[config.mk]
export PLATFORM = sky130hd
export DESIGN_NAME = lsl_lux
export DESIGN_NICKNAME = d
export VERILOG_FILES = /design/src/hdl/lsl_pkg.sv /design/src/hdl/lsl_lux.sv
export SDC_FILE = /design/constraint.sdc
export NUM_CORES = 2
export LEC_CHECK = 0
export ABC_AREA = 1
export BUFFER_PORTS_ARGS = -buffer_cell sky130_fd_sc_hd__buf_2
export CORE_ASPECT_RATIO = 0.7
export CORE_MARGIN = 3
export CORE_UTILIZATION = 55
export CTS_CLUSTER_SIZE = 16
export DETAILED_ROUTE_END_ITERATION = 6
export PLACE_DENSITY = 0.78
export SLEW_MARGIN = 20
export SYNTH_ARGS = -nofsm -noshare
export SYNTH_HDL_FRONTEND = slang
export SYNTH_SLANG_ARGS = --single-unit
[constraint.sdc]
create_clock -name clk -period 6.8 [get_ports clk]
set_input_delay 0.34 -clock clk [delete_from_list [all_inputs] [get_ports clk]]
set_output_delay 0.34 -clock clk [all_outputs]
set_load 0.05 [all_outputs]
[src/hdl/lsl_pkg.sv]
// ----------------------------------------------------------------------------
// lsl_pkg: shared types and constants for the lux calculation pipeline
// Holds the sample record that travels with each item, the clip thresholds,
// scale factors, segment bounds and coefficients, and the ROM root helper.
// ----------------------------------------------------------------------------
package lsl_pkg;

  // Configuration register indexes.
  localparam logic [1:0] CFG_INTEG = 2'd0;
  localparam logic [1:0] CFG_GAIN  = 2'd1;

  // Integration time codes; any other code acts as 402 ms.
  localparam logic [1:0] INTEG_13MS  = 2'd0;
  localparam logic [1:0] INTEG_101MS = 2'd1;
  localparam logic [1:0] INTEG_402MS = 2'd2;

  // Clip thresholds.
  localparam logic [15:0] THR_13MS  = 16'd4900;
  localparam logic [15:0] THR_101MS = 16'd37000;
  localparam logic [15:0] THR_402MS = 16'd65000;

  // Scale factors to the 402 ms equivalent, Q.16.
  localparam int SCALE_W = 21;
  localparam logic [SCALE_W-1:0] SCALE_13MS  = 21'd1923027;
  localparam logic [SCALE_W-1:0] SCALE_101MS = 21'd260846;
  localparam logic [SCALE_W-1:0] SCALE_402MS = 21'd65536;

  // Ratio is Q2.16, saturated at 2.0.
  localparam int RATIO_W = 18;
  localparam logic [RATIO_W-1:0] RATIO_SAT = 18'd131072;

  // Divider pipeline shape: quotient bits resolved per stage.
  localparam int DIV_STEPS  = 3;
  localparam int DIV_STAGES = RATIO_W / DIV_STEPS;

  // Segment codes; the pow segment uses the ROM, the last code gives zero.
  localparam logic [2:0] SEG_POW  = 3'd0;
  localparam logic [2:0] SEG_NONE = 3'd7;

  localparam int COEF_W = 20;
  localparam logic [RATIO_W-1:0] SEG_BOUND [7] = '{
    18'd8192, 18'd16384, 18'd24576, 18'd32768, 18'd39976, 18'd52428, 18'd85196
  };
  // Entry SEG_NONE is zero so that segment yields no light.
  localparam logic [COEF_W-1:0] SEG_A [8] = '{
    20'd510027, 20'd375810, 20'd214748, 20'd24495, 20'd5369, 20'd3020, 20'd1007, 20'd0
  };
  localparam logic [COEF_W-1:0] SEG_B [8] = '{
    20'd1040187, 20'd520094, 20'd256691, 20'd18790, 20'd4362, 20'd2517, 20'd839, 20'd0
  };

  localparam longint unsigned POW_C = 64'd3566;

  // One item as it moves down the pipe.
  typedef struct packed {
    logic [15:0] ch0;
    logic [15:0] ch1;
    logic        sat;
  } samp_t;

  // Integer fifth root by binary search; used only to build the ROM.
  function automatic longint unsigned fifth_root(input longint unsigned q);
    longint unsigned lo;
    longint unsigned hi;
    longint unsigned mid;
    longint unsigned p;
    lo = 0;
    hi = 4096;
    while (lo < hi) begin
      mid = (lo + hi + 1) >> 1;
      p = mid * mid * mid * mid * mid;
      if (p <= q) begin
        lo = mid;
      end else begin
        hi = mid - 1;
      end
    end
    return lo;
  endfunction

endpackage

[src/hdl/lsl_lux.sv]
// ----------------------------------------------------------------------------
// lsl_lux: channel combination, scaling and output register
// Forms ca*ch0 - cb*ch1, clamps it at zero, scales it to the 402 ms
// equivalent in split partial products, shifts to the lux format and saturates.
// ----------------------------------------------------------------------------
module lsl_lux
  import lsl_pkg::*;
#(
  parameter int LUX_FRAC_BITS = 8
)
(
  input  logic              clk,
  input  logic              rst_n,
  input  logic              adv,
  input  logic [1:0]        integ,
  input  logic              gain,
  input  logic              in_valid,
  input  samp_t             in_samp,
  input  logic [COEF_W-1:0] in_ca,
  input  logic [COEF_W-1:0] in_cb,
  output logic              out_valid,
  output logic [20:0]       out_lux_value,
  output logic              out_saturated
);

  localparam int P_W   = COEF_W + 16;
  localparam int HALF  = P_W / 2;
  localparam int PP_W  = HALF + SCALE_W;
  localparam int SUM_W = P_W + SCALE_W + 1;
  localparam int SH_LO = 40 - LUX_FRAC_BITS;
  localparam int SH_HI = SH_LO + 4;
  localparam logic [SUM_W-1:0] LUX_MAX = SUM_W'(21'h1FFFFF);

  // Stage D: channel products.
  logic           vd_r;
  logic           satd_r;
  logic [P_W-1:0] pa_r;
  logic [P_W-1:0] pb_r;

  always_ff @(posedge clk) begin
    if (!rst_n) begin
      vd_r <= 1'b0;
    end else if (adv) begin
      vd_r <= in_valid;
    end
    if (adv) begin
      satd_r <= in_samp.sat;
      pa_r   <= P_W'(in_ca) * P_W'(in_samp.ch0);
      pb_r   <= P_W'(in_cb) * P_W'(in_samp.ch1);
    end
  end

  // Stage E: difference and positive test.
  logic           ve_r;
  logic           sate_r;
  logic           pose_r;
  logic [P_W-1:0] dp_r;

  always_ff @(posedge clk) begin
    if (!rst_n) begin
      ve_r <= 1'b0;
    end else if (adv) begin
      ve_r <= vd_r;
    end
    if (adv) begin
      sate_r <= satd_r;
      pose_r <= (pa_r > pb_r);
      dp_r   <= pa_r - pb_r;
    end
  end

  // Stage F: scale factor times the two halves of the difference.
  logic [SCALE_W-1:0] scale;

  always_comb begin
    case (integ)
      INTEG_13MS:  scale = SCALE_13MS;
      INTEG_101MS: scale = SCALE_101MS;
      default:     scale = SCALE_402MS;
    endcase
  end

  logic            vf_r;
  logic            satf_r;
  logic            posf_r;
  logic [PP_W-1:0] lo_r;
  logic [PP_W-1:0] hi_r;

  always_ff @(posedge clk) begin
    if (!rst_n) begin
      vf_r <= 1'b0;
    end else if (adv) begin
      vf_r <= ve_r;
    end
    if (adv) begin
      satf_r <= sate_r;
      posf_r <= pose_r;
      lo_r   <= PP_W'(dp_r[HALF-1:0]) * PP_W'(scale);
      hi_r   <= PP_W'(dp_r[P_W-1:HALF]) * PP_W'(scale);
    end
  end

  // Stage G: recombine, shift to the lux format and saturate.
  logic [SUM_W-1:0] sum;
  logic [SUM_W-1:0] shifted;
  logic [20:0]      lux_nxt;

  always_comb begin
    sum     = (SUM_W'(hi_r) << HALF) + SUM_W'(lo_r);
    shifted = gain ? (sum >> SH_HI) : (sum >> SH_LO);
    if (satf_r || !posf_r) begin
      lux_nxt = '0;
    end else if (shifted > LUX_MAX) begin
      lux_nxt = 21'h1FFFFF;
    end else begin
      lux_nxt = shifted[20:0];
    end
  end

  logic        out_valid_r;
  logic [20:0] out_lux_value_r;
  logic        out_saturated_r;

  always_ff @(posedge clk) begin
    if (!rst_n) begin
      out_valid_r <= 1'b0;
    end else if (adv) begin
      out_valid_r <= vf_r;
    end
    if (adv) begin
      out_lux_value_r <= lux_nxt;
      out_saturated_r <= satf_r;
    end
  end

  assign out_valid     = out_valid_r;
  assign out_lux_value = out_lux_value_r;
  assign out_saturated = out_saturated_r;

`ifndef ASSERT_OFF
  // A non-positive difference always reports zero light.
  a_neg_zero: assert property (@(posedge clk) disable iff (!rst_n)
    (adv && vf_r && !posf_r) |=> out_lux_value == '0)
    else $error("light reported for non-positive difference");
  // A set positive flag implies a nonzero stored difference.
  a_pos_nz: assert property (@(posedge clk) disable iff (!rst_n)
    (ve_r && pose_r) |-> dp_r != '0)
    else $error("positive flag with zero difference");
  // The saturation flag follows the item through the last stage.
  a_sat_follow: assert property (@(posedge clk) disable iff (!rst_n)
    (adv && vf_r) |=> out_saturated == $past(satf_r))
    else $error("saturation flag lost");
`endif

endmodule

---- Word level (Yosys, flattened, before mapping) ----
Index checks and enable logic that the tools add are counted.
word-level totals
  output and inout bits ................... 23
  logic and storage cells ................. 31
  register bits after elaboration ......... 217
  input port bits ......................... 80
cells by class
  $mul .................................... 4
  reduce and logical (&&, ||, !) cells .... 3
  magnitude comparators ................... 2
  add/sub/neg operators ................... 2
  multiplexer cells ....................... 3
  equal/unequal tests ..................... 1
operators by type and width
  kind                    number
  $mul A18 B21 Y39        2
  $mul A20 B16 Y36        2
  $add A57 B39 Y58        1
  $pmux W21 S2            1
  $gt A36 B36 Y1          1
  $sub A36 B36 Y36        1
  $gt A26 B21 Y1 const B  1
  $mux W26                1
  $mux W21                1
  $eq A2 B1 Y1 const B    1
  $logic_not A2 Y1        1
  $logic_not A1 Y1        1
  $logic_or A1 B1 Y1      1

---- Logic depth before layout (Yosys ltp) ----
  word-level depth ........................ 4
  mapped depth ............................ 31

---- Least setup slack after synthesis ----
Ideal clock, no wire load.
  path type ............................... input to register
  start point ............................. input integ[1]
  end point ............................... register hi_r[35], data pin
  library setup time ...................... 252 ps
  data required time ...................... 6548 ps
  setup slack ............................. 598 ps
  stages .................................. 26
  buffers on the path ..................... 2
  data arrival time ....................... 5950 ps
  cells stage by stage .................... clkbuf_1 > inv_1 > nand2_1 > clkbuf_1 > nor2_1 > inv_1 > fa_1 > inv_1 > fa_1 > inv_1 > fa_1 > inv_1 > fa_1 > fa_1 > inv_1 > fa_1 > inv_1 > ha_1 > a21oi_1 > o21ai_0 > a21oi_1 > nor2_1 > a211oi_1 > nand2_1 > nand2_1 > nand2_1
between the ends
  longest elaborated chain between the ends .. 3
ends and longest elaborated chain
  item                                                     RTL line       source
  start: declaration                                       lsl_lux.sv:15  input logic [1:0] integ,
  $eq A2 B1 Y1 / $logic_not A2 Y1 (equally long branches)  lsl_lux.sv:76  case (integ)
  $pmux W21 S2 (*)                                         lsl_lux.sv:76
  $mul A18 B21 Y39 (*)                                     lsl_lux.sv:99  hi_r <= PP_W'(dp_r[P_W-1:HALF]) * PP_W'(scale);
  end signal: assignment                                   lsl_lux.sv:99
  end: declaration                                         lsl_lux.sv:87  logic [PP_W-1:0] hi_r;
Mark *: on every way between the ends. The rest lies on a longest branch, timed or not.
A chain may end at the register's enable or synchronous reset.

---- Final worst setup path ----
  start point ............................. register dp_r[35]
  end point ............................... register hi_r[33], data pin
between the ends
  longest elaborated chain between the ends .. 1
ends and longest elaborated chain
  item                      RTL line       source
  start: declaration        lsl_lux.sv:57  logic [P_W-1:0] dp_r;
  start signal: assignment  lsl_lux.sv:68  dp_r <= pa_r - pb_r;
  $mul A18 B21 Y39          lsl_lux.sv:99
No other way between the ends.

==> results.cfg <==
[outcome]
status = completed

[critical_path]
cp.required_ps = 7050
cp_cell_sequence = inv_1, nor2_1, inv_1, fa_1, fa_1, inv_1, fa_1, fa_1, fa_1, inv_1, fa_1, inv_1, ha_1, a21oi_1, o21ai_0, a21oi_1, nand3_1, a21oi_1, xnor2_1
cpPeakStageDelay_ps = 580
slowest_stage = edfxtp_1
endpoint_kind = flip-flop
startpoint_type = flip-flop
crit_buf_inv = 5
crit_fanout = 6
cp.arrival_ps = 6620
critical_path.top_delay_family = adder cells
r2r-start = dp_r[35]
crit_top_cell = fa_1
rr_endpoint = hi_r[33]
r2r_slack_ps = 430
critPathKind = reg2reg
reg2reg_depth = 19

[global_routing]
grt_max_degree = 90
antenna_found_initial = 1
overflow = 0
gr-usage-all-layers = 0.285
grt_pass1_wl_um = 222000
grt_pass1_vias = 42000

[floorplan]
coreArea_um2 = 94700
rows = 94
die_w_um = 377
start_util = 0.559
die-area_um2 = 100000
io-pin-count = 103
die_y_um = 266

[clocking]
cts_tree = done
cts_repair_resize_count = 0
clk_latency_ps = 520
clk_pin_slew_ps = 90
htree_levels = 4
clock_path_buffers = 2
clock-sinks = 199
numCtsBuffers = 17
clock-root-buffer = clkbuf_16

[routing]
ant_nets = 0
dr.pass1.iters = 6
drt-total-wl_um = 136000
drtIter0Drc = 3107
drcViolationCount = 0
routed_via_density = 5.24
vias = 39600
wire_per_inst_um = 18.0

[worst_hold_path]
hold_path.startpoint = in_valid
min_to = vd_r
min_delay_path_depth = 3
hold_path_class = in2reg

[placed_design]
place_congestion = 1.01
place_inst = 7533
dp.final_hpwl_um = 118000
port_buffers = 102

[final_layout]
diodes = 0
fin_cells = 7566
drive_above_1_share = 0.0445
layout.nets = 7969
fill_cells = 8383
area_delta_synth_final_pct = 5.07

[sta]
holdWs_ps = 40.0
rsz0062_at_grt = no
worst_pin_slew_ps = 1060
slew_headroom = 0.293
fmax_mhz = 157
hold_viol = 0
fin_setup_tns_ps = 0
drv_slew = 0
skew_ps = 17.1
fin_crit_sh = 0.937
finalSetupViolations = 0
fin_crit_ps = 6370

[run]
maxCapViolCount = 0

[yosys]
synth-seq-area-share = 0.112
async_reset_ff_frac = 0
synth_cell_types = 53
synth_edf_count = 195
syn_nets = 7931
synth_seq_cells = 199
synth_cells = 6267
synth_area_um2 = 52900
syn_avg_cell_area_um2 = 8.45
yosys_warnings = 0
synth_ff_type = edfxtp_1
## worst register-to-register path: cells and delay by family (launching register included)
| family | cells | cell delay (ps) |
|---|---|---|
| adders and majority gates | 7 | 3390 |
| AOI/OAI and AO/OA | 4 | 920 |
| buffers and inverters | 5 | 570 |
| DFF | 1 | 580 |
| xor gates and xnor gates | 1 | 110 |
| and+or+nand+nor | 2 | 530 |
## layer usage
metal | routed length (um) | track usage | vias to the layer above
met3 | 14700 | 0.0930 | 177
li1 | - | - | 18300
met4 | 2470 | 0.0588 | 2
met5 | 15 | 0 | -
met1 | 59600 | 0.406 | 19600
met2 | 59000 | 0.429 | 1568
## stage by stage
step                worst slack (ps)   util  instance area [um^2]
finish                           426  0.587                 55600
global placement                 336  0.581                 55000
CTS                              481  0.587                 55600
global route                    13.0  0.587                 55600
floorplan                        598      -                 52900
detailed placement               208  0.581                 55000
## layout by cell type, fill, tap and decap left out, types with 104 or more instances in the layout
cell type and instances:
xor2_1 108, inv_1 1948, fa_1 1077, nand3_1 104
nor2_1 328, o21ai_0 108, ha_1 507, edfxtp_1 195
nand2_1 1196, a21oi_1 192
## sequential cells by signal (all words and copies together), names as in the netlist
register / flops
pa_r: 36
pose_r: 1
satf_r: 1
out_lux_value: 21
vd_r: 1
lo_r: 21
dp_r: 36
hi_r: 39
satd_r: 1
ve_r: 1
sate_r: 1
out_valid: 1
pb_r: 36
posf_r: 1
out_saturated: 1
vf_r: 1
## cells in the mapped netlist (2+ instances only)
| master | count | share of area |
|---|---|---|
| o21ai_0 | 108 | 0.010 |
| nand3_2 | 2 | 0.00038 |
| nor2_4 | 3 | 0.00064 |
| nand2_2 | 11 | 0.0013 |
| or2_1 | 2 | 0.00024 |
| clkinv_1 | 2 | 0.00014 |
| a21oi_2 | 25 | 0.0041 |
| a21boi_0 | 10 | 0.0014 |
| clkbuf_1 | 158 | 0.011 |
| inv_2 | 2 | 0.00014 |
| nand4_1 | 23 | 0.0027 |
| nor3_1 | 34 | 0.0032 |
| nor2_2 | 10 | 0.0012 |
| a221oi_1 | 5 | 0.00083 |
| buf_2 | 3 | 0.00028 |
| nand3_1 | 104 | 0.0098 |
| nand3_4 | 2 | 0.00066 |
| nor2_1 | 328 | 0.023 |
| buf_1 | 2 | 0.00014 |
| o21ai_1 | 14 | 0.0013 |
| nand3b_1 | 3 | 0.00043 |
| xnor2_1 | 51 | 0.0084 |
| edfxtp_1 | 195 | 0.11 |
| buf_12 | 2 | 0.00076 |
| o2111ai_1 | 2 | 0.00033 |
| a21o_1 | 35 | 0.0050 |
| a21boi_1 | 2 | 0.00028 |
| nand2_1 | 1196 | 0.085 |
| fa_1 | 1077 | 0.41 |
| a31o_2 | 3 | 0.00050 |
| o221ai_1 | 3 | 0.00050 |
| dfxtp_1 | 4 | 0.0015 |
| a21oi_1 | 192 | 0.018 |
| inv_1 | 1948 | 0.14 |
| ha_1 | 507 | 0.12 |
| o21a_1 | 8 | 0.0011 |
| o211ai_1 | 5 | 0.00071 |
| or2_2 | 3 | 0.00035 |
| o21bai_1 | 20 | 0.0028 |
| a31oi_1 | 30 | 0.0035 |
| nor4_1 | 14 | 0.0017 |
| xor2_1 | 108 | 0.018 |
## worst max path at each step
stage	slack [ps]	endpoint	depth (start not counted)	startpoint
after global placement	340	lo_r[24]	20	integ[1]
after detailed placement	210	hi_r[32]	27	integ[1]
after floorplan	600	hi_r[35]	26	integ[1]
final	430	hi_r[33]	19	dp_r[35]
after CTS	480	hi_r[32]	24	dp_r[31]
after global routing	10	hi_r[33]	19	dp_r[31]
## what timing repair did
action	in CTS	in global routing
hold buffers	1	0
endpoints found under the hold margin	1	0
setup buffers	0	0
## area by class of cell
type | count | area [um^2] | share of cell area
sequential | 199 | 5940 | 0.107
clock inverter | 15 | 200 | 0.00360
tap | 1248 | 1560 | 0.0281
timing repair buffer | 184 | 1150 | 0.0207
clock buffer | 17 | 425 | 0.00765
multi-input combinational | 3951 | 39000 | 0.702
inverter | 1952 | 7330 | 0.132
## cells by family after synthesis
family                     after synthesis  share of synthesized area
AOI/OAI and AO/OA                      470                     0.0523
xor gates and xnor gates               159                     0.0263
adders and majority gates             1584                      0.527
buffers and inverters                 2117                      0.151
DFF                                    199                      0.112
and+or+nand+nor                       1738                      0.131
Power is not shown: default switching activity piles up to over one toggle a cycle in this logic, so the estimate is an artifact.
