--- config.mk ---
export PLATFORM = sky130hd
export DESIGN_NAME = lsl_seg
export DESIGN_NICKNAME = d
export VERILOG_FILES = /design/src/hdl/lsl_pkg.sv /design/src/hdl/lsl_seg.sv
export SDC_FILE = /design/constraint.sdc
export NUM_CORES = 1
export LEC_CHECK = 0
export BUFFER_PORTS_ARGS = -buffer_cell sky130_fd_sc_hd__buf_2
export CORE_MARGIN = 2
export CORE_UTILIZATION = 55
export CTS_CLUSTER_DIAMETER = 60
export DETAILED_ROUTE_END_ITERATION = 8
export HOLD_SLACK_MARGIN = 0.08
export PLACE_DENSITY_LB_ADDON = 0.15
export SETUP_SLACK_MARGIN = 0.05
export SLEW_MARGIN = 25
export SYNTH_ARGS = -nofsm -noshare
export SYNTH_HDL_FRONTEND = slang
export SYNTH_SLANG_ARGS = --single-unit
--- constraint.sdc ---
create_clock -name clk -period 14.65 [get_ports clk]
set_clock_uncertainty 0.05 [all_clocks]
set_input_delay 1.465 -clock clk [delete_from_list [all_inputs] [get_ports clk]]
set_output_delay 1.465 -clock clk [all_outputs]
set_load 0.02 [all_outputs]
--- src/hdl/lsl_pkg.sv ---
// ----------------------------------------------------------------------------
// lsl_pkg: shared types and constants for the lux calculation pipeline
// Holds the sample record that travels with each item, the clip thresholds,
// scale factors, segment bounds and coefficients, and the ROM root helper.
// ----------------------------------------------------------------------------
package lsl_pkg;

  // Configuration register indexes.
  localparam logic [1:0] CFG_INTEG = 2'd0;
  localparam logic [1:0] CFG_GAIN  = 2'd1;

  // Integration time codes; any other code acts as 402 ms.
  localparam logic [1:0] INTEG_13MS  = 2'd0;
  localparam logic [1:0] INTEG_101MS = 2'd1;
  localparam logic [1:0] INTEG_402MS = 2'd2;

  // Clip thresholds.
  localparam logic [15:0] THR_13MS  = 16'd4900;
  localparam logic [15:0] THR_101MS = 16'd37000;
  localparam logic [15:0] THR_402MS = 16'd65000;

  // Scale factors to the 402 ms equivalent, Q.16.
  localparam int SCALE_W = 21;
  localparam logic [SCALE_W-1:0] SCALE_13MS  = 21'd1923027;
  localparam logic [SCALE_W-1:0] SCALE_101MS = 21'd260846;
  localparam logic [SCALE_W-1:0] SCALE_402MS = 21'd65536;

  // Ratio is Q2.16, saturated at 2.0.
  localparam int RATIO_W = 18;
  localparam logic [RATIO_W-1:0] RATIO_SAT = 18'd131072;

  // Divider pipeline shape: quotient bits resolved per stage.
  localparam int DIV_STEPS  = 3;
  localparam int DIV_STAGES = RATIO_W / DIV_STEPS;

  // Segment codes; the pow segment uses the ROM, the last code gives zero.
  localparam logic [2:0] SEG_POW  = 3'd0;
  localparam logic [2:0] SEG_NONE = 3'd7;

  localparam int COEF_W = 20;
  localparam logic [RATIO_W-1:0] SEG_BOUND [7] = '{
    18'd8192, 18'd16384, 18'd24576, 18'd32768, 18'd39976, 18'd52428, 18'd85196
  };
  // Entry SEG_NONE is zero so that segment yields no light.
  localparam logic [COEF_W-1:0] SEG_A [8] = '{
    20'd510027, 20'd375810, 20'd214748, 20'd24495, 20'd5369, 20'd3020, 20'd1007, 20'd0
  };
  localparam logic [COEF_W-1:0] SEG_B [8] = '{
    20'd1040187, 20'd520094, 20'd256691, 20'd18790, 20'd4362, 20'd2517, 20'd839, 20'd0
  };

  localparam longint unsigned POW_C = 64'd3566;

  // One item as it moves down the pipe.
  typedef struct packed {
    logic [15:0] ch0;
    logic [15:0] ch1;
    logic        sat;
  } samp_t;

  // Integer fifth root by binary search; used only to build the ROM.
  function automatic longint unsigned fifth_root(input longint unsigned q);
    longint unsigned lo;
    longint unsigned hi;
    longint unsigned mid;
    longint unsigned p;
    lo = 0;
    hi = 4096;
    while (lo < hi) begin
      mid = (lo + hi + 1) >> 1;
      p = mid * mid * mid * mid * mid;
      if (p <= q) begin
        lo = mid;
      end else begin
        hi = mid - 1;
      end
    end
    return lo;
  endfunction

endpackage

--- src/hdl/lsl_seg.sv ---
// ----------------------------------------------------------------------------
// lsl_seg: segment selection and coefficient stages
// Picks the linear segment from the ratio, looks up ratio^1.4 in the pow ROM
// for the first segment, and delivers the two channel coefficients.
// ----------------------------------------------------------------------------
module lsl_seg
  import lsl_pkg::*;
#(
  parameter int POW_TABLE_DEPTH = 64
)
(
  input  logic               clk,
  input  logic               rst_n,
  input  logic               adv,
  input  logic               in_valid,
  input  samp_t              in_samp,
  input  logic [RATIO_W-1:0] in_ratio,
  output logic               out_valid,
  output samp_t              out_samp,
  output logic [COEF_W-1:0]  out_ca,
  output logic [COEF_W-1:0]  out_cb
);

  localparam int IDX_W  = $clog2(POW_TABLE_DEPTH);
  localparam int LAST   = POW_TABLE_DEPTH - 1;
  localparam int PROD_W = 14 + IDX_W + 1;
  localparam int FULL_W = PROD_W - 13;
  localparam int BP_W   = COEF_W + 16;

  // Pow ROM, built at elaboration: 2^16 * (0.125*t)^1.4 for t = k/LAST.
  logic [15:0] rom_w [POW_TABLE_DEPTH];
  for (genvar k = 0; k < POW_TABLE_DEPTH; k++) begin : g_rom
    localparam longint unsigned AK = (longint'(k) << 30) / LAST;
    localparam longint unsigned WK = fifth_root(AK * AK);
    localparam longint unsigned RK = (longint'(k) * POW_C * WK) / (longint'(LAST) << 12);
    assign rom_w[k] = 16'(RK);
  end

  // Stage A: segment search and ROM index.
  logic [2:0]        seg_nxt;
  logic [PROD_W-1:0] prod;
  logic [FULL_W-1:0] idx_full;
  logic [IDX_W-1:0]  idx_nxt;

  always_comb begin
    seg_nxt = SEG_NONE;
    for (int i = 6; i >= 0; i--) begin
      if (in_ratio <= SEG_BOUND[i]) begin
        seg_nxt = 3'(i);
      end
    end
    prod     = PROD_W'(in_ratio[13:0]) * PROD_W'(LAST) + PROD_W'(4096);
    idx_full = prod[PROD_W-1:13];
    if (idx_full > FULL_W'(LAST)) begin
      idx_nxt = IDX_W'(LAST);
    end else begin
      idx_nxt = idx_full[IDX_W-1:0];
    end
  end

  logic             va_r;
  samp_t            sampa_r;
  logic [2:0]       sega_r;
  logic [IDX_W-1:0] idxa_r;

  always_ff @(posedge clk) begin
    if (!rst_n) begin
      va_r <= 1'b0;
    end else if (adv) begin
      va_r <= in_valid;
    end
    if (adv) begin
      sampa_r <= in_samp;
      sega_r  <= seg_nxt;
      idxa_r  <= idx_nxt;
    end
  end

  // Stage B: ROM read and B0 * ratio^1.4 product.
  logic            vb_r;
  samp_t           sampb_r;
  logic [2:0]      segb_r;
  logic [BP_W-1:0] bp_r;

  always_ff @(posedge clk) begin
    if (!rst_n) begin
      vb_r <= 1'b0;
    end else if (adv) begin
      vb_r <= va_r;
    end
    if (adv) begin
      sampb_r <= sampa_r;
      segb_r  <= sega_r;
      bp_r    <= BP_W'(SEG_B[SEG_POW]) * BP_W'(rom_w[idxa_r]);
    end
  end

  // Stage C: coefficient selection.
  logic [COEF_W-1:0] ca_nxt;
  logic [COEF_W-1:0] cb_nxt;

  always_comb begin
    if (segb_r == SEG_POW) begin
      ca_nxt = SEG_A[SEG_POW] - bp_r[BP_W-1:16];
      cb_nxt = '0;
    end else begin
      ca_nxt = SEG_A[segb_r];
      cb_nxt = SEG_B[segb_r];
    end
  end

  logic              vc_r;
  samp_t             sampc_r;
  logic [COEF_W-1:0] ca_r;
  logic [COEF_W-1:0] cb_r;

  always_ff @(posedge clk) begin
    if (!rst_n) begin
      vc_r <= 1'b0;
    end else if (adv) begin
      vc_r <= vb_r;
    end
    if (adv) begin
      sampc_r <= sampb_r;
      ca_r    <= ca_nxt;
      cb_r    <= cb_nxt;
    end
  end

  assign out_valid = vc_r;
  assign out_samp  = sampc_r;
  assign out_ca    = ca_r;
  assign out_cb    = cb_r;

`ifndef ASSERT_OFF
  // The pow segment never uses the infrared coefficient.
  a_pow_cb: assert property (@(posedge clk) disable iff (!rst_n)
    (adv && vb_r && segb_r == SEG_POW) |=> cb_r == '0)
    else $error("pow segment with infrared coefficient");
  // Ratios above the top bound give no coefficients at all.
  a_none_zero: assert property (@(posedge clk) disable iff (!rst_n)
    (adv && vb_r && segb_r == SEG_NONE) |=> (ca_r == '0 && cb_r == '0))
    else $error("coefficients for out-of-range ratio");
  // The pow segment index comes from a ratio in the first segment.
  a_pow_ratio: assert property (@(posedge clk) disable iff (!rst_n)
    (adv && in_valid && seg_nxt == SEG_POW) |-> in_ratio <= SEG_BOUND[0])
    else $error("pow segment outside its bound");
`endif

endmodule

### After elaboration in Yosys (flattened, before gate mapping)

Memories as Yosys holds them, arrays and structs flattened. A register that Yosys moved wholly into a read port is not among the register bits.
Index checks and enable logic that the tools add are counted.

| storage, ports and cells | value |
|---|---|
| flip-flop bits (word level) | 170 |
| latch bits | 0 |
| memory bits (writable) | 0 |
| bits in read-only memories | 1344 |
| output and inout port bits | 74 |
| logic and storage cells | 52 |
| memories | 3 |

| cells by class | value |
|---|---|
| add/sub/neg operators | 2 |
| $mul | 2 |
| divide/modulo/power cells | 0 |
| $lt $le $gt $ge | 10 |
| equal/unequal tests | 0 |
| shift-type cells | 0 |
| mux-type cells | 11 |
| bitwise gates (word level) | 2 |
| reduce and logical (&&, ||, !) cells | 3 |

Memory list:

| memory | depth | bits a word | read ports | clocked after memory_dff | write ports | RTL line | text |
|---|---|---|---|---|---|---|---|
| (no name shown) | 64 | 16 | 1 | 0 | 0 | lsl_seg.sv:94 | `bp_r <= BP_W'(SEG_B[SEG_POW]) * BP_W'(rom_w[idxa_r]);` |
| (no name shown) | 8 | 20 | 1 | 1 | 0 | lsl_seg.sv:108 | `cb_nxt = SEG_B[segb_r];` |
| (no name shown) | 8 | 20 | 1 | 0 | 0 | lsl_seg.sv:107 | `ca_nxt = SEG_A[segb_r];` |

Operator list:

| cell | count |
|---|---|
| $mux W20 | 3 |
| $le A18 B16 Y1 const B | 3 |
| $le A18 B15 Y1 const B | 2 |
| $mul A20 B16 Y36 const A | 1 |
| $mux W16 | 2 |
| $add A20 B13 Y21 const B | 1 |
| $mul A14 B6 Y20 const B | 1 |
| $sub A19 B20 Y20 const A | 1 |
| $le A18 B14 Y1 const B | 1 |
| $le A18 B17 Y1 const B | 1 |
| $gt A8 B6 Y1 const B | 1 |
| $ge A7 B7 Y1 const B | 1 |
| $not A6 Y7 | 1 |
| $mux W3 | 2 |
| $ge A4 B4 Y1 const B | 1 |
| $mux W2 | 2 |
| $not A3 Y4 | 1 |
| $reduce_or A4 Y1 | 1 |
| $logic_not A3 Y1 | 1 |
| $mux W1 | 2 |
| $reduce_or A2 Y1 | 1 |

### Depth between registers and ports, before layout

| depth | value |
|---|---|
| depth after elaboration | 7 |
| gate-level depth with buffers | 31 |
| depth with buffers taken out | 30 |

### Worst setup path before layout

OpenSTA, ideal clock, no wires.

| timing | value |
|---|---|
| path type | reg-to-reg |
| start point | reg idxa_r[1] |
| end point | reg bp_r[31], data pin |
| setup time | 0.261 ns |
| arrival time | 7.645 ns |
| required time | 14.339 ns |
| path slack | 6.695 ns |
| cell stages (with the launch flop) | 28 |
| path buffers | 1 |
| clock period less this slack | 7.955 ns |
| cells stage by stage | edfxtp_1 > clkbuf_1 > inv_1 > ha_1 > a21boi_0 > and2_1 > nor3_1 > a211oi_1 > a21oi_1 > fa_1 > inv_1 > fa_1 > fa_1 > inv_1 > fa_1 > fa_1 > inv_1 > fa_1 > inv_1 > ha_1 > and2_1 > or2_2 > o21bai_1 > a221o_1 > o31a_1 > nand4_1 > a211oi_1 > o311a_1 |

| between the ends | value |
|---|---|
| longest elaborated chain between the ends | 5 |

RTL lines:

| what | RTL line | text |
|---|---|---|
| from (decl) | lsl_seg.sv:64 | `logic [IDX_W-1:0] idxa_r;` |
| from (signal assigned) | lsl_seg.sv:75 | `idxa_r <= idx_nxt;` |
| $not A6 Y7 (implied by the code) | lsl_seg.sv:94 |  |
| $mem_v2 Z64 W16 | -- |  |
| $mux W16 (implied by the code) (2 in a row) | lsl_seg.sv:94 |  |
| $mul A20 B16 Y36 | lsl_seg.sv:94 |  |
| to (signal assigned) | lsl_seg.sv:94 |  |
| to (decl) | lsl_seg.sv:83 | `logic [BP_W-1:0] bp_r;` |

Every way passes these cells. The select of a mux whose other input is x is not followed.
A chain may end at the register's enable or synchronous reset.

### Worst setup path after layout

Same ends and word-level chain as after synthesis.

==> out/metrics.csv <==
stage,metric,value,unit
outcome,run status,completed,
routing,routed vias/inst,5.34,
routing,number of detailed-route iterations in the first pass,5,
timing,RSZ-0062 raised after global routing,false,
yosys,asr flop ratio synth,0,%
global_routing,largest net degree at the start of global routing,94,
yosys,Synth top area share,34.6,%
yosys,mapped cell area,0.0143,mm2
hold_path,HP Start,sampa_r[19],
placed_design,GPL Wtd Cong,0.946,
layout,share of cells above drive strength 1,14.5,%
worst_setup_path,data arrival time of the worst path,8.78,ns
timing,maximum clock rate,0.116,GHz
worst_setup_path,CP max stage cell,edfxtp_1,
layout,"non-filler cells, final",1703,
worst_setup_path,Crit Path Max Fanout,14,
clock_network,total CTS buffers,17,
die,die area,0.0274,mm2
yosys,cells after synthesis,1230,
worst_setup_path,CP startpoint kind,flop,
yosys,Syn Area/Cell,11.6,um2
hold_path,HP Class,reg2reg,
clock_network,clk slew on worst S/H paths,0.08,ns
yosys,Yosys Warn Count,0,
routing,DRC violations left,0,
yosys,number of synthesized flops with an enable pin,165,
worst_setup_path,"most used cell, CP",fa_1,
yosys,dominant cells by area after synthesis,"edfxtp_1 (35%), fa_1 (20%), ha_1 (17%)",
clock_network,H-tree depth,4,
yosys,Synth Register Bits,168,
job,max-cap viol count,0,
hold_path,Hold Crit Endpoint,sampb_r[19],
timing,Hold WS,0.362,ns
timing,Tmin final,8.65,ns
hold_path,cell depth of the worst hold path,0,
timing,fin. max-slew vios,0,
placed_design,cell count after placement,1671,
worst_setup_path,Worst path max stage delay,0.67,ns
clock_network,clock buffer depth,2,
worst_setup_path,critical path class,reg2reg,
yosys,distinct cell type count after synthesis,81,
yosys,Main synth FF type,edfxtp_1,
routing,Post-DRT Antenna Nets,0,
die,Ports,129,
routing,initial detailed-routing violation count,603,
routing,routed vias,9099,
timing,# setup viols final,0,
global_routing,first-pass GRT wire length,45.9,mm
layout,most frequent cells in the layout,"inv_1 (230), ha_1 (195), edfxtp_1 (165)",
layout,most common library cell in the layout ignoring fill and taps,inv_1,
die,Horiz. Die Dim,165,um
worst_setup_path,CP Capture Type,flop,
clock_network,CTS Sinks,168,
yosys,sequential area share after synthesis,35.0,%
clock_network,clk root buf,clkbuf_16,
yosys,"area leader, netlist",edfxtp_1,
worst_setup_path,Reg-to-Reg Start,idxa_r[1],
placed_design,input/output buffers,127,
global_routing,gr usage total,21.8,%
global_routing,initial antenna violation count,0,
layout,Layout area overhead,11.2,%
clock_network,CTS tree,yes,
clock_network,cts repair resizes,0,
clock_network,Worst-Skew Late Latency,0.43,ns
global_routing,vias in the first global route,9342,
die,Rows,59,
global_routing,grt ovf,0,
worst_setup_path,reg-to-reg endpoint,bp_r[31],
worst_setup_path,Worst R2R Setup Slack,6.00,ns
die,Die H,165,um
layout,fin nets,1750,
routing,routed len/inst,16.8,um
clock_network,CTS hold repair buffers,0,
timing,setup TNS,0,ns
placed_design,DP HPWL,23.3,mm
worst_setup_path,Worst Reg2Reg Path Length in Cells,26,
timing,max_slew headroom,35.9,%
die,core area,0.0258,mm2
timing,Worst Tran Pin Value,0.952,ns
clock_network,"Setup Fix Bufs, Post-CTS",0,
die,Initial Util,55.4,%
timing,final hold vios,0,
timing,period utilization,59.1,%
routing,"wirelength, routed",28.6,mm
layout,ant diodes,0,
worst_setup_path,WP data required,14.77,ns
-- state kept, by name, indices dropped and copies added (netlist names) --
| signal | cells |
|---|---|
| sega_r | 3 |
| sampb_r | 33 |
| out_cb | 17 |
| segb_r | 3 |
| out_ca | 19 |
| out_samp | 33 |
| sampa_r | 33 |
| bp_r | 18 |
| idxa_r | 6 |
| vb_r | 1 |
| va_r | 1 |
| out_valid | 1 |
-- stage by stage --
step / worst slack [ns] / util (%) / instance area [um2]
3_5_place_dp: 6.00 / 59.2 / 15300
2_1_floorplan: 6.69 / - / 14300
6_report: 6.00 / 61.7 / 15900
4_1_cts: 5.97 / 61.6 / 15900
3_3_place_gp: 6.13 / 59.2 / 15300
5_1_grt: 5.50 / 61.7 / 15900
-- worst max-delay path by stage --
| stage | startpoint | to | depth (start not counted) |
|---|---|---|---|
| 4_1_cts | idxa_r[1] | bp_r[31] | 26 |
| 5_1_grt | idxa_r[1] | bp_r[31] | 26 |
| 6_report | idxa_r[1] | bp_r[31] | 26 |
| 3_5_place_dp | idxa_r[1] | bp_r[31] | 26 |
| 3_3_place_gp | idxa_r[1] | bp_r[31] | 26 |
| 2_1_floorplan | idxa_r[1] | bp_r[31] | 27 |
-- synth_stat cells, drive strengths merged, types with 4 or more instances --
library cell  number
and3               9
a211oi            10
nand3             11
o21a               6
fa               145
nor3              21
o311ai             5
nand2b            16
nand2             60
o211ai             8
nor2              33
and2              10
edfxtp           165
clkbuf            19
inv              232
o21bai             8
o22ai              4
a21o              14
or3                4
mux2i              6
xnor2             21
a31oi             12
or2                9
o31ai              8
o21ai             48
buf               10
xor2              12
a311oi             4
ha               195
nor2b             16
a21oi             47
nand4             10
-- routing by layer --
| metal | GRT usage (%) | vias to the layer above | routed length [um] | part of all wire [%] |
|---|---|---|---|---|
| met5 | 0 | - | 0 | 0 |
| met4 | 8.78 | 0 | 957 | 3.3 |
| met3 | 3.70 | 58 | 994 | 3.5 |
| met2 | 37.1 | 193 | 14100 | 49 |
| met1 | 27.8 | 4400 | 12600 | 44 |
| li1 | - | 4448 | - | - |
-- critical path: cells and delay by family (launching register included) --
family	cells	cell delay, ns
adders and majority gates	8	4.02
AOI/OAI and AO/OA	8	2.00
buffers and inverters	5	0.65
DFF	1	0.67
and+or+nand+nor	5	1.01
-- area by class of cell --
| type | count | area, um2 |
|---|---|---|
| fillers | 2163 | 9910 |
| multi-input cells | 802 | 8290 |
| flip-flops and latches | 168 | 5010 |
| inverters | 232 | 871 |
| repair buffers | 134 | 698 |
| clock buffers | 17 | 425 |
| well taps | 335 | 419 |
| clock inverters | 15 | 209 |
-- logic make-up (layout without fill, tap and decap cells) --
family / after synthesis / in the layout / share of synthesized area, %
adders and majority gates: 340 / 340 / 37.3
and+or+nand+nor: 212 / 212 / 7.68
DFF: 168 / 168 / 35.0
buffers and inverters: 261 / 398 / 7.16
muxes: 9 / 9 / 0.734
AOI/OAI and AO/OA: 206 / 206 / 10.1
xor gates and xnor gates: 33 / 33 / 2.02
other: 1 / 2 / 0.0262
Power is not shown: default switching activity piles up to over one toggle a cycle in this logic, so the estimate is an artifact.
